## src/rtl/assert_macros.svh

```systemverilog
// assertion macros used by the top level rtl file
`ifndef ASSERT_MACROS_SVH
`define ASSERT_MACROS_SVH
`ifndef ASSERT_OFF
`define ASSERT_PROP(lbl, prop, clk, rst_n) \
  lbl: assert property (@(posedge clk) disable iff (!rst_n) (prop)) \
    else $error("assertion failed in %m");
`define ASSERT_NEVER(lbl, cond, clk, rst_n) \
  lbl: assert property (@(posedge clk) disable iff (!rst_n) !(cond)) \
    else $error("forbidden condition in %m");
`else
`define ASSERT_PROP(lbl, prop, clk, rst_n)
`define ASSERT_NEVER(lbl, cond, clk, rst_n)
`endif
`endif

```

## src/rtl/nnra_pkg.sv

```systemverilog
// types, constants and helpers of the resize address generator
package nnra_pkg;

  localparam int unsigned MAX_DIM = 4096;
  localparam int unsigned DIM_W   = 13;
  localparam int unsigned Q_W     = $clog2(MAX_DIM);
  localparam int unsigned PITCH_W = 16;
  localparam int unsigned BPP_W   = 3;
  localparam int unsigned ADDR_W  = 28;
  localparam int unsigned COFF_W  = Q_W + BPP_W;
  localparam int unsigned APB_AW  = 5;
  localparam int unsigned APB_DW  = 32;

  typedef logic [DIM_W-1:0]   dim_t;
  typedef logic [Q_W-1:0]     idx_t;
  typedef logic [Q_W:0]       trial_t;
  typedef logic [2*Q_W-1:0]   prod_t;
  typedef logic [2*Q_W:0]     num_t;
  typedef logic [PITCH_W-1:0] pitch_t;
  typedef logic [BPP_W-1:0]   bpp_t;
  typedef logic [ADDR_W-1:0]  addr_t;
  typedef logic [COFF_W-1:0]  coff_t;

  typedef enum logic [2:0] {
    REG_SRC_W     = 3'd0,
    REG_SRC_H     = 3'd1,
    REG_TGT_W     = 3'd2,
    REG_TGT_H     = 3'd3,
    REG_SRC_PITCH = 3'd4,
    REG_TGT_PITCH = 3'd5,
    REG_PIX_BYTES = 3'd6
  } reg_idx_e;

  localparam bpp_t BPP_MIN = 3'd2;
  localparam bpp_t BPP_MAX = 3'd4;

  typedef struct packed {
    logic [11:0] dest_col;
    logic [11:0] dest_row;
  } in_beat_t;

  typedef struct packed {
    logic [11:0] src_col;
    logic [11:0] src_row;
    logic [27:0] src_byte_addr;
    logic [27:0] dst_byte_addr;
    logic        out_of_range;
  } out_beat_t;

  typedef struct packed {
    dim_t   src_w;
    dim_t   src_h;
    dim_t   tgt_w;
    dim_t   tgt_h;
    pitch_t src_pitch;
    pitch_t tgt_pitch;
    bpp_t   bpp;
  } cfg_t;

  // clamped view of the registers plus the derived divisors
  typedef struct packed {
    dim_t   src_w;
    dim_t   src_h;
    dim_t   tgt_w;
    dim_t   tgt_h;
    idx_t   src_w_m1;
    idx_t   src_h_m1;
    idx_t   tgt_w_m1;
    idx_t   tgt_h_m1;
    pitch_t src_pitch;
    pitch_t tgt_pitch;
    bpp_t   bpp;
  } eff_t;

  typedef struct packed {
    idx_t dest_col;
    idx_t dest_row;
    logic oor;
  } side_t;

  // rem: partial remainder, bits: dividend bits still to come, quotient bits shifted in
  typedef struct packed {
    idx_t rem;
    idx_t bits;
  } div_lane_t;

  typedef struct packed {
    div_lane_t col;
    div_lane_t row;
    side_t     side;
  } div_item_t;

  function automatic dim_t clamp_dim(dim_t v);
    dim_t r;
    r = v;
    if (v == dim_t'(0)) begin
      r = dim_t'(1);
    end else if (v > dim_t'(MAX_DIM)) begin
      r = dim_t'(MAX_DIM);
    end
    return r;
  endfunction

  function automatic bpp_t clamp_bpp(bpp_t v);
    bpp_t r;
    r = v;
    if (v < BPP_MIN) begin
      r = BPP_MIN;
    end else if (v > BPP_MAX) begin
      r = BPP_MAX;
    end
    return r;
  endfunction

endpackage

```

## src/rtl/nnra_prep.sv

```systemverilog
// front stages: range check, scale products and rounded dividends
module nnra_prep (
  input  logic                 clk_i,
  input  logic                 rst_ni,
  input  nnra_pkg::eff_t       eff_i,
  input  logic                 in_valid_i,
  output logic                 in_ready_o,
  input  nnra_pkg::in_beat_t   in_beat_i,
  output logic                 out_valid_o,
  input  logic                 out_ready_i,
  output nnra_pkg::div_item_t  out_item_o
);

  typedef struct packed {
    nnra_pkg::prod_t prod_col;
    nnra_pkg::prod_t prod_row;
    nnra_pkg::side_t side;
  } prod_stage_t;

  logic                v1_q, v2_q;
  logic                rdy1, rdy2;
  prod_stage_t         p1_d, p1_q;
  nnra_pkg::div_item_t item_d, item_q;
  nnra_pkg::num_t      num_col, num_row;

  assign rdy2       = !v2_q || out_ready_i;
  assign rdy1       = !v1_q || rdy2;
  assign in_ready_o = rdy1;

  always_comb begin
    p1_d.side.dest_col = in_beat_i.dest_col;
    p1_d.side.dest_row = in_beat_i.dest_row;
    p1_d.side.oor      = ({1'b0, in_beat_i.dest_col} >= eff_i.tgt_w) ||
                         ({1'b0, in_beat_i.dest_row} >= eff_i.tgt_h);
    p1_d.prod_col      = nnra_pkg::prod_t'(in_beat_i.dest_col) *
                         nnra_pkg::prod_t'(eff_i.src_w_m1);
    p1_d.prod_row      = nnra_pkg::prod_t'(in_beat_i.dest_row) *
                         nnra_pkg::prod_t'(eff_i.src_h_m1);
  end

  // ceil division: add divisor minus one before dividing
  always_comb begin
    num_col = '0;
    num_row = '0;
    if (eff_i.tgt_w_m1 != '0) begin
      num_col = nnra_pkg::num_t'(p1_q.prod_col) + nnra_pkg::num_t'(eff_i.tgt_w_m1) -
                nnra_pkg::num_t'(1);
    end
    if (eff_i.tgt_h_m1 != '0) begin
      num_row = nnra_pkg::num_t'(p1_q.prod_row) + nnra_pkg::num_t'(eff_i.tgt_h_m1) -
                nnra_pkg::num_t'(1);
    end
    item_d.col.rem  = num_col[2*nnra_pkg::Q_W-1:nnra_pkg::Q_W];
    item_d.col.bits = num_col[nnra_pkg::Q_W-1:0];
    item_d.row.rem  = num_row[2*nnra_pkg::Q_W-1:nnra_pkg::Q_W];
    item_d.row.bits = num_row[nnra_pkg::Q_W-1:0];
    item_d.side     = p1_q.side;
  end

  always_ff @(posedge clk_i or negedge rst_ni) begin
    if (!rst_ni) begin
      v1_q <= 1'b0;
      v2_q <= 1'b0;
    end else begin
      if (rdy1) begin
        v1_q <= in_valid_i;
      end
      if (rdy2) begin
        v2_q <= v1_q;
      end
    end
  end

  always_ff @(posedge clk_i) begin
    if (rdy1 && in_valid_i) begin
      p1_q <= p1_d;
    end
    if (rdy2 && v1_q) begin
      item_q <= item_d;
    end
  end

  assign out_valid_o = v2_q;
  assign out_item_o  = item_q;

endmodule

```

## src/rtl/nnra_div_cell.sv

```systemverilog
// one restoring division step for both axes, one quotient bit per cell
module nnra_div_cell (
  input  logic                 clk_i,
  input  logic                 rst_ni,
  input  nnra_pkg::eff_t       eff_i,
  input  logic                 in_valid_i,
  output logic                 in_ready_o,
  input  nnra_pkg::div_item_t  in_item_i,
  output logic                 out_valid_o,
  input  logic                 out_ready_i,
  output nnra_pkg::div_item_t  out_item_o
);

  logic                valid_q;
  nnra_pkg::div_item_t item_d, item_q;

  function automatic nnra_pkg::div_lane_t div_step(nnra_pkg::div_lane_t l,
                                                   nnra_pkg::idx_t den);
    nnra_pkg::trial_t    trial;
    logic                ge;
    nnra_pkg::div_lane_t r;
    trial  = {l.rem, l.bits[nnra_pkg::Q_W-1]};
    ge     = trial >= {1'b0, den};
    r.rem  = ge ? nnra_pkg::idx_t'(trial - {1'b0, den}) : nnra_pkg::idx_t'(trial);
    r.bits = {l.bits[nnra_pkg::Q_W-2:0], ge};
    return r;
  endfunction

  assign in_ready_o = !valid_q || out_ready_i;

  always_comb begin
    item_d.col  = div_step(in_item_i.col, eff_i.tgt_w_m1);
    item_d.row  = div_step(in_item_i.row, eff_i.tgt_h_m1);
    item_d.side = in_item_i.side;
  end

  always_ff @(posedge clk_i or negedge rst_ni) begin
    if (!rst_ni) begin
      valid_q <= 1'b0;
    end else if (in_ready_o) begin
      valid_q <= in_valid_i;
    end
  end

  always_ff @(posedge clk_i) begin
    if (in_ready_o && in_valid_i) begin
      item_q <= item_d;
    end
  end

  assign out_valid_o = valid_q;
  assign out_item_o  = item_q;

endmodule

```

## src/rtl/nnra_addr.sv

```systemverilog
// back stages: index clamp, address products and the output register
module nnra_addr (
  input  logic                 clk_i,
  input  logic                 rst_ni,
  input  nnra_pkg::eff_t       eff_i,
  input  logic                 in_valid_i,
  output logic                 in_ready_o,
  input  nnra_pkg::div_item_t  in_item_i,
  output logic                 out_valid_o,
  input  logic                 out_ready_i,
  output nnra_pkg::out_beat_t  out_beat_o
);

  typedef struct packed {
    nnra_pkg::idx_t  src_col;
    nnra_pkg::idx_t  src_row;
    nnra_pkg::addr_t src_row_off;
    nnra_pkg::coff_t src_col_off;
    nnra_pkg::addr_t dst_row_off;
    nnra_pkg::coff_t dst_col_off;
    logic            oor;
  } addr_stage_t;

  logic                v1_q, v2_q;
  logic                rdy1, rdy2;
  addr_stage_t         a1_d, a1_q;
  nnra_pkg::out_beat_t beat_d, beat_q;
  nnra_pkg::idx_t      q_col, q_row, sc, sr;

  assign rdy2       = !v2_q || out_ready_i;
  assign rdy1       = !v1_q || rdy2;
  assign in_ready_o = rdy1;

  assign q_col = in_item_i.col.bits;
  assign q_row = in_item_i.row.bits;

  always_comb begin
    sc = q_col;
    if (eff_i.tgt_w_m1 == '0) begin
      sc = '0;
    end else if ({1'b0, q_col} >= eff_i.src_w) begin
      sc = eff_i.src_w_m1;
    end
    sr = q_row;
    if (eff_i.tgt_h_m1 == '0) begin
      sr = '0;
    end else if ({1'b0, q_row} >= eff_i.src_h) begin
      sr = eff_i.src_h_m1;
    end
    a1_d.src_col     = sc;
    a1_d.src_row     = sr;
    a1_d.src_row_off = nnra_pkg::addr_t'(sr) * nnra_pkg::addr_t'(eff_i.src_pitch);
    a1_d.src_col_off = nnra_pkg::coff_t'(sc) * nnra_pkg::coff_t'(eff_i.bpp);
    a1_d.dst_row_off = nnra_pkg::addr_t'(in_item_i.side.dest_row) *
                       nnra_pkg::addr_t'(eff_i.tgt_pitch);
    a1_d.dst_col_off = nnra_pkg::coff_t'(in_item_i.side.dest_col) *
                       nnra_pkg::coff_t'(eff_i.bpp);
    a1_d.oor         = in_item_i.side.oor;
  end

  always_comb begin
    beat_d = '0;
    beat_d.out_of_range = a1_q.oor;
    if (!a1_q.oor) begin
      beat_d.src_col       = a1_q.src_col;
      beat_d.src_row       = a1_q.src_row;
      beat_d.src_byte_addr = a1_q.src_row_off + nnra_pkg::addr_t'(a1_q.src_col_off);
      beat_d.dst_byte_addr = a1_q.dst_row_off + nnra_pkg::addr_t'(a1_q.dst_col_off);
    end
  end

  always_ff @(posedge clk_i or negedge rst_ni) begin
    if (!rst_ni) begin
      v1_q <= 1'b0;
      v2_q <= 1'b0;
    end else begin
      if (rdy1) begin
        v1_q <= in_valid_i;
      end
      if (rdy2) begin
        v2_q <= v1_q;
      end
    end
  end

  always_ff @(posedge clk_i) begin
    if (rdy1 && in_valid_i) begin
      a1_q <= a1_d;
    end
    if (rdy2 && v1_q) begin
      beat_q <= beat_d;
    end
  end

  assign out_valid_o = v2_q;
  assign out_beat_o  = beat_q;

endmodule

```

## src/rtl/nearest_neighbor_resize_address.sv

```systemverilog
// top level of the nearest neighbor resize address generator
//
//   port group   direction  kind           payload
//   in_*         in         valid/ready    in_beat_i: dest_col, dest_row
//   out_*        out        valid/ready    out_beat_o: src/dst indices and addresses
//   apb          in/out     apb, 5b addr   seven config registers at 4*i
//
// one beat per cycle sustained while out_ready_i does not stall the output
// pipeline of 2 front stages, 12 divider cells (one quotient bit each) and 2 address stages
// every stage holds its beat when the next one is full, bubbles close up
// reset empties the pipeline and loads the register defaults
module nearest_neighbor_resize_address (
  input  logic                          clk_i,
  input  logic                          rst_ni,
  input  logic                          psel,
  input  logic                          penable,
  input  logic                          pwrite,
  input  logic [nnra_pkg::APB_AW-1:0]   paddr,
  input  logic [nnra_pkg::APB_DW-1:0]   pwdata,
  output logic [nnra_pkg::APB_DW-1:0]   prdata,
  output logic                          pready,
  input  logic                          in_valid_i,
  output logic                          in_ready_o,
  input  nnra_pkg::in_beat_t            in_beat_i,
  output logic                          out_valid_o,
  input  logic                          out_ready_i,
  output nnra_pkg::out_beat_t           out_beat_o
);

  `include "assert_macros.svh"

  localparam int unsigned NCELL = nnra_pkg::Q_W;

  nnra_pkg::cfg_t      cfg_q;
  nnra_pkg::eff_t      eff;
  nnra_pkg::reg_idx_e  reg_idx;
  logic                wr_en;

  logic                chain_valid [NCELL+1];
  logic                chain_ready [NCELL+1];
  nnra_pkg::div_item_t chain_item  [NCELL+1];

  assign pready  = 1'b1;
  assign wr_en   = psel && penable && pwrite;
  assign reg_idx = nnra_pkg::reg_idx_e'(paddr[4:2]);

  always_ff @(posedge clk_i or negedge rst_ni) begin
    if (!rst_ni) begin
      cfg_q.src_w     <= nnra_pkg::dim_t'(1);
      cfg_q.src_h     <= nnra_pkg::dim_t'(1);
      cfg_q.tgt_w     <= nnra_pkg::dim_t'(1);
      cfg_q.tgt_h     <= nnra_pkg::dim_t'(1);
      cfg_q.src_pitch <= nnra_pkg::pitch_t'(1);
      cfg_q.tgt_pitch <= nnra_pkg::pitch_t'(1);
      cfg_q.bpp       <= nnra_pkg::BPP_MAX;
    end else if (wr_en) begin
      unique case (reg_idx)
        nnra_pkg::REG_SRC_W:     cfg_q.src_w     <= pwdata[nnra_pkg::DIM_W-1:0];
        nnra_pkg::REG_SRC_H:     cfg_q.src_h     <= pwdata[nnra_pkg::DIM_W-1:0];
        nnra_pkg::REG_TGT_W:     cfg_q.tgt_w     <= pwdata[nnra_pkg::DIM_W-1:0];
        nnra_pkg::REG_TGT_H:     cfg_q.tgt_h     <= pwdata[nnra_pkg::DIM_W-1:0];
        nnra_pkg::REG_SRC_PITCH: cfg_q.src_pitch <= pwdata[nnra_pkg::PITCH_W-1:0];
        nnra_pkg::REG_TGT_PITCH: cfg_q.tgt_pitch <= pwdata[nnra_pkg::PITCH_W-1:0];
        nnra_pkg::REG_PIX_BYTES: cfg_q.bpp       <= pwdata[nnra_pkg::BPP_W-1:0];
        default: ;
      endcase
    end
  end

  always_comb begin
    unique case (reg_idx)
      nnra_pkg::REG_SRC_W:     prdata = nnra_pkg::APB_DW'(cfg_q.src_w);
      nnra_pkg::REG_SRC_H:     prdata = nnra_pkg::APB_DW'(cfg_q.src_h);
      nnra_pkg::REG_TGT_W:     prdata = nnra_pkg::APB_DW'(cfg_q.tgt_w);
      nnra_pkg::REG_TGT_H:     prdata = nnra_pkg::APB_DW'(cfg_q.tgt_h);
      nnra_pkg::REG_SRC_PITCH: prdata = nnra_pkg::APB_DW'(cfg_q.src_pitch);
      nnra_pkg::REG_TGT_PITCH: prdata = nnra_pkg::APB_DW'(cfg_q.tgt_pitch);
      nnra_pkg::REG_PIX_BYTES: prdata = nnra_pkg::APB_DW'(cfg_q.bpp);
      default:                 prdata = '0;
    endcase
  end

  // clamped dims, divisors; user keeps them stable while beats are in flight, not enforced
  always_comb begin
    eff.src_w     = nnra_pkg::clamp_dim(cfg_q.src_w);
    eff.src_h     = nnra_pkg::clamp_dim(cfg_q.src_h);
    eff.tgt_w     = nnra_pkg::clamp_dim(cfg_q.tgt_w);
    eff.tgt_h     = nnra_pkg::clamp_dim(cfg_q.tgt_h);
    eff.src_w_m1  = nnra_pkg::idx_t'(eff.src_w - nnra_pkg::dim_t'(1));
    eff.src_h_m1  = nnra_pkg::idx_t'(eff.src_h - nnra_pkg::dim_t'(1));
    eff.tgt_w_m1  = nnra_pkg::idx_t'(eff.tgt_w - nnra_pkg::dim_t'(1));
    eff.tgt_h_m1  = nnra_pkg::idx_t'(eff.tgt_h - nnra_pkg::dim_t'(1));
    eff.src_pitch = cfg_q.src_pitch;
    eff.tgt_pitch = cfg_q.tgt_pitch;
    eff.bpp       = nnra_pkg::clamp_bpp(cfg_q.bpp);
  end

  nnra_prep u_prep (
    .clk_i       (clk_i),
    .rst_ni      (rst_ni),
    .eff_i       (eff),
    .in_valid_i  (in_valid_i),
    .in_ready_o  (in_ready_o),
    .in_beat_i   (in_beat_i),
    .out_valid_o (chain_valid[0]),
    .out_ready_i (chain_ready[0]),
    .out_item_o  (chain_item[0])
  );

  for (genvar g = 0; g < NCELL; g++) begin : g_cell
    nnra_div_cell u_cell (
      .clk_i       (clk_i),
      .rst_ni      (rst_ni),
      .eff_i       (eff),
      .in_valid_i  (chain_valid[g]),
      .in_ready_o  (chain_ready[g]),
      .in_item_i   (chain_item[g]),
      .out_valid_o (chain_valid[g+1]),
      .out_ready_i (chain_ready[g+1]),
      .out_item_o  (chain_item[g+1])
    );
  end

  nnra_addr u_addr (
    .clk_i       (clk_i),
    .rst_ni      (rst_ni),
    .eff_i       (eff),
    .in_valid_i  (chain_valid[NCELL]),
    .in_ready_o  (chain_ready[NCELL]),
    .in_item_i   (chain_item[NCELL]),
    .out_valid_o (out_valid_o),
    .out_ready_i (out_ready_i),
    .out_beat_o  (out_beat_o)
  );

  `ASSERT_PROP(a_oor_zero, (out_valid_o && out_beat_o.out_of_range) |-> (out_beat_o.src_col == '0 && out_beat_o.src_row == '0 && out_beat_o.src_byte_addr == '0 && out_beat_o.dst_byte_addr == '0), clk_i, rst_ni)
  `ASSERT_PROP(a_src_in_bounds, (out_valid_o && !out_beat_o.out_of_range) |-> (out_beat_o.src_col <= eff.src_w_m1 && out_beat_o.src_row <= eff.src_h_m1), clk_i, rst_ni)
  `ASSERT_NEVER(a_no_idle_stall, !in_ready_o && !(out_valid_o && !out_ready_i), clk_i, rst_ni)

endmodule
```

## config.mk

```make
export PLATFORM = sky130hd
export DESIGN_NAME = nearest_neighbor_resize_address
export DESIGN_NICKNAME = d
export VERILOG_FILES = /design/src/rtl/nnra_pkg.sv /design/src/rtl/nnra_prep.sv /design/src/rtl/nnra_div_cell.sv /design/src/rtl/nnra_addr.sv /design/src/rtl/nearest_neighbor_resize_address.sv
export VERILOG_INCLUDE_DIRS = /design/src /design/src/rtl
export SDC_FILE = /design/constraint.sdc
export NUM_CORES = 2
export LEC_CHECK = 0
export ABC_AREA = 0
export BUFFER_PORTS_ARGS = -buffer_cell sky130_fd_sc_hd__buf_2
export CAP_MARGIN = 30
export CORE_MARGIN = 5
export CORE_UTILIZATION = 62
export DETAILED_ROUTE_END_ITERATION = 10
export PLACE_DENSITY = 0.78
export SYNTH_ARGS = -nofsm -noshare
export SYNTH_HDL_FRONTEND = slang
export SYNTH_SLANG_ARGS = --single-unit
```

## constraint.sdc

```tcl
create_clock -name clk_i -period 9.4 [get_ports clk_i]
set_input_delay 1.88 -clock clk_i [delete_from_list [all_inputs] [get_ports clk_i]]
set_output_delay 1.88 -clock clk_i [all_outputs]
set_load 0.01 [all_outputs]
```

* Word-level counts from Yosys, hierarchy flattened
Cells that the tools add are included.
** Storage, ports and cells
- Register bits :: 1293
- Bits of input ports :: 68
- Output and inout bits :: 116
- Logic and storage cells :: 311
** Operators by class
- $add $sub $neg :: 32
- $mul :: 6
- Order comparisons :: 34
- Equal/unequal tests :: 6
- Muxes and demuxes :: 37
- Reductions and logical operators :: 67
** Operator list (number)
- $ge 13x12->1 :: 24
- $mux 12 :: 26
- $sub 12x12->12 :: 22
- $pmux 16 s7 :: 1
- $mux 13 :: 8
- $add 28x15->28 :: 2
- $mul 12x16->28 :: 2
- $ge 12x13->1 :: 4
- $gt 13x13->1 const B :: 4
- $logic_not 13->1 :: 4
- $add 24x12->24 :: 2
- $mul 12x12->24 :: 2
- $sub 12x1->12 const B :: 4
- $sub 24x1->24 const B :: 2
- $mul 12x3->15 :: 2
- $logic_not 12->1 :: 2
- $reduce_bool 12->1 :: 2
- $logic_and 1x1->1 :: 18
- $logic_or 1x1->1 :: 17
- $logic_not 1->1 :: 16
- $reduce_and 2->1 :: 7
- $eq 3x3->1 const B :: 3
- $eq 3x2->1 const B :: 2
- $mux 3 :: 2
- other kinds (4) :: 4

* Longest topological paths before layout
- Word-level depth :: 18
- Gate-level depth with buffers :: 38

* Modules after synthesis
From an unflattened synthesis, not the netlist that was laid out.
** Unflattened totals
- Cell total of the unflattened synthesis :: 8115
- Area, all modules :: 92226.0 um^2
** Modules (own cells, without submodules)
- nnra_div_cell at g_cell[3].u_cell ... :: times used 7, cells each 265, area an instance 3773.6 um^2, sequential area each 2217.1 um^2
- nnra_addr :: times used 1, cells each 2462, area an instance 23605.1 um^2, sequential area each 5815.6 um^2
- nnra_div_cell at g_cell[0].u_cell ... :: times used 5, cells each 270, area an instance 3749.8 um^2, sequential area each 2217.1 um^2
- nnra_prep :: times used 1, cells each 1866, area an instance 17772.0 um^2, sequential area each 4434.3 um^2
- nearest_neighbor_resize_address :: times used 1, cells each 582, area an instance 5684.2 um^2, sequential area each 2185.8 um^2

* Worst setup path after synthesis
No wires, ideal clock.
- Kind :: flip-flop to flip-flop
- Start :: register cfg_q[69] (netlist name)
- End :: register u_addr.a1_q[83] (netlist name), data pin
- Setup time :: 262 ps
- Arrival time :: 8239 ps
- Data required time :: 9138 ps
- Path slack :: 898 ps
- Cell stages (with the launch flop) :: 35
- Buffers on the path :: 3
- Period minus slack after synthesis :: 8502 ps
- Path through :: dfrtp_1 -> or4_1 -> nor3_1 -> nand3b_1 -> a21o_1 -> inv_1 -> ha_1 -> nand3b_1 -> a21boi_0 -> o21a_1 -> o21ai_0 -> a21oi_1 -> o21ai_0 -> a221o_1 -> clkbuf_1 -> buf_2 -> mux2_2 -> clkbuf_1 -> nand2_1 -> fa_1 -> fa_1 -> inv_1 -> fa_1 -> fa_1 -> inv_1 -> fa_1 -> inv_1 -> ha_1 -> a21oi_1 -> o21ai_0 -> o41ai_1 -> a21oi_1 -> a31oi_1 -> mux2i_1 -> nand3_1
** RTL lines
- start: declaration :: RTL line nearest_neighbor_resize_address.sv:34 : nnra_pkg::cfg_t cfg_q;
- end signal: assignment :: RTL line nnra_addr.sv:88 : a1_q <= a1_d;
- end: declaration :: RTL line nnra_addr.sv:26 : addr_stage_t a1_d, a1_q;

==> out/results.ini <==
[setup_path]
endpoint_kind = flop
cp_common_cell = fa_1
worstPathArrival_ns = 9.46
crit_type = flop to flop
startpoint_type = flop
path_max_fanout = 9
slowest_stage = or4_1
cp_slowest_stage_delay_ns = 0.64
ff2ff_path_depth = 35
required_ns = 9.92

[place]
post-place-ws_ns = 0.504
port_buffers = 148
routabilityCongestion = 0.920
place.detailed.hpwl_um = 142000
post-place-cells = 9282

[timing]
drv_slew = 0
fin_crit_sh_pct = 95.1
fin_worst_skew_ns = 0.0357
setup_viol = 0
timing.final.ws_setup_ns = 0.462
tightest_slew_ns = 1.03
tns_ns = 0
hold_viol = 0
slew-limit-headroom_pct = 30.7
rsz0062_at_grt = false
fin_crit_ns = 8.94
fmax_mhz = 112

[route]
vias_per_cell = 5.89
wl_per_cell_um = 20.6
firstDrtPassIters = 8
drc = 0
antenna_left = 0
drt_iter0_markers = 4616
vias = 56200
finalWirelength_um = 197000

[cts]
clock_latency_ns = 0.77
ctsResizeCount = 0
cts_num_sinks = 1293
clockRootBuffer = clkbuf_16
cts_tree = yes
clk_pin_slew_worst_paths_ns = 0.07
cts_max_level = 4
cts_hold_buffers = 0
postCtsSetupRepairBufs = 0
clk_path_buf_depth = 3
numCtsBuffers = 138

[synth]
syn_avg_cell_area_um2 = 11.5
ys_warn_count = 0
synth.top_cell.area_share_pct = 41.6
netlist_top_cells_area = edfxtp_1 (42%), fa_1 (12%), ha_1 (11%)
ys_types = 89
synth_area_leader_cell = edfxtp_1
synthFlopType = edfxtp_1
syn_area_mm2 = 0.0859
yosysSeqAreaShare_pct = 44.6
synthCells = 7452
synth-edff-count = 1190
async_reset_ff_share_pct = 7.97
ys_ff_latch = 1293

[floorplan]
die_w_um = 382
core.rowCount = 136
ios = 184
start_util_pct = 62.4
chipHeight_um = 382
die_area_mm2 = 0.146
core_region_area_mm2 = 0.138

[cells_and_area]
layout_common_cells = edfxtp_1 (1190), inv_1 (915), ha_1 (724), nand2_1 (705), fa_1 (528)
final_common_cell = edfxtp_1
instances_no_fill = 9550
nets = 8955
fillers = 9746
area_delta_synth_final_pct = 8.94
drive_above_1_share_pct = 11.2
regArea_mm2 = 0.0383
multi_input_area_mm2 = 0.0434

[grt]
grt_max_degree = 82
antenna_found_initial = 19
grt_pass1_wl_um = 313000
grtUsageTotal_pct = 27.1
grt_pass1_vias = 57900
grt_overflow = 0

[status]
status = finished clean

[run]
drv_cap = 0

[hold_path]
hold_depth = 0
hold_class = flop to flop

==> final timing paths <==
| check | startpoint | to | slack [ns] |
|---|---|---|---|
| worst max-delay path | cfg_q[69]$_DFFE_PN0P_ | u_addr.a1_q[86]$_DFFE_PP_ | 0.46 |
| worst min-delay path | g_cell[7].u_cell.out_item_o[57]$_DFFE_PP_ | g_cell[8].u_cell.out_item_o[58]$_DFFE_PP_ | 0.40 |
| worst max register to register | cfg_q[69]$_DFFE_PN0P_ | u_addr.a1_q[86]$_DFFE_PP_ | 0.46 |
| worst min register to register | g_cell[7].u_cell.out_item_o[57]$_DFFE_PP_ | g_cell[8].u_cell.out_item_o[58]$_DFFE_PP_ | 0.40 |
| max in group asynchronous | rst_ni | cfg_q[61]$_DFFE_PN1P_ | 7.16 |
| min in group asynchronous | rst_ni | u_prep.v1_q$_DFFE_PN0N_ | 1.08 |
==> routing by layer <==
layer	part of all wire, %	GRT usage [%]
met5	0.046	0
met4	4.6	11.6
met3	7.4	5.12
met2	48	45.2
met1	40	35.1
==> state kept, by name, summed over array words and instances, names as in the netlist <==
name                       cells
u_prep.item_d                 25
u_prep.out_valid_o             1
cfg_q                         87
u_addr.out_valid_o             1
u_prep.out_item_o             73
u_addr.a1_q                  111
u_prep.v1_q                    1
u_addr.out_beat_o             81
g_cell.u_cell.out_valid_o     12
u_addr.v1_q                    1
g_cell.u_cell.out_item_o     852
u_prep.p1_q                   48
==> area by class of cell <==
| cell class | count | share of cell area (%) |
|---|---|---|
| diodes | 11 | 0.0294 |
| clock buffers | 185 | 4.05 |
| clock inverters | 65 | 0.754 |
| inverters | 919 | 3.69 |
| multi-input cells | 5036 | 46.3 |
| flip-flops and latches | 1293 | 40.9 |
| well taps | 1794 | 2.40 |
| repair buffers | 247 | 1.79 |
==> through the flow <==
stage / area (um2) / utilization, % / hold slack [ns]
floorplan: 86000 / - / 0.400
global route: 93600 / 68.0 / 0.412
CTS: 93400 / 67.8 / 0.407
detailed placement: 88900 / 64.6 / 0.405
finish: 93600 / 68.0 / 0.402
global placement: 88800 / 64.5 / 0.400
==> critical path, delay by kind of cell (launching register included) <==
| family | cells | cell delay, ns |
|---|---|---|
| fa+ha+maj | 7 | 3.10 |
| compound gates | 12 | 2.32 |
| simple gates | 8 | 1.75 |
| buf+inv | 6 | 0.66 |
| flops | 1 | 0.41 |
| mux | 1 | 0.32 |
| xor+xnor | 1 | 0.15 |
==> cells in the mapped netlist (all sizes together) (96+ instances only) <==
library cell	instances
nand2	706
xnor2	260
nor2b	116
o21ai	206
edfxtp	1190
mux2	346
nor3	111
ha	724
and2	195
fa	528
xor2	100
dfrtp	96
clkbuf	168
a21o	103
nor2	473
inv	915
a21oi	309
==> logic make-up after synthesis <==
logic type	count (synthesis)	share of synthesized area, %
compound gates	1003	7.45
fa+ha+maj	1252	22.8
other cells	2	0.00874
xor+xnor	360	3.67
flops	1293	44.6
buf+inv	1138	5.13
simple gates	1994	10.9
mux	410	5.37
Power is left out: the tool's default activity adds up to more than one toggle a clock period on the data nets, which glitch-free logic cannot reach.
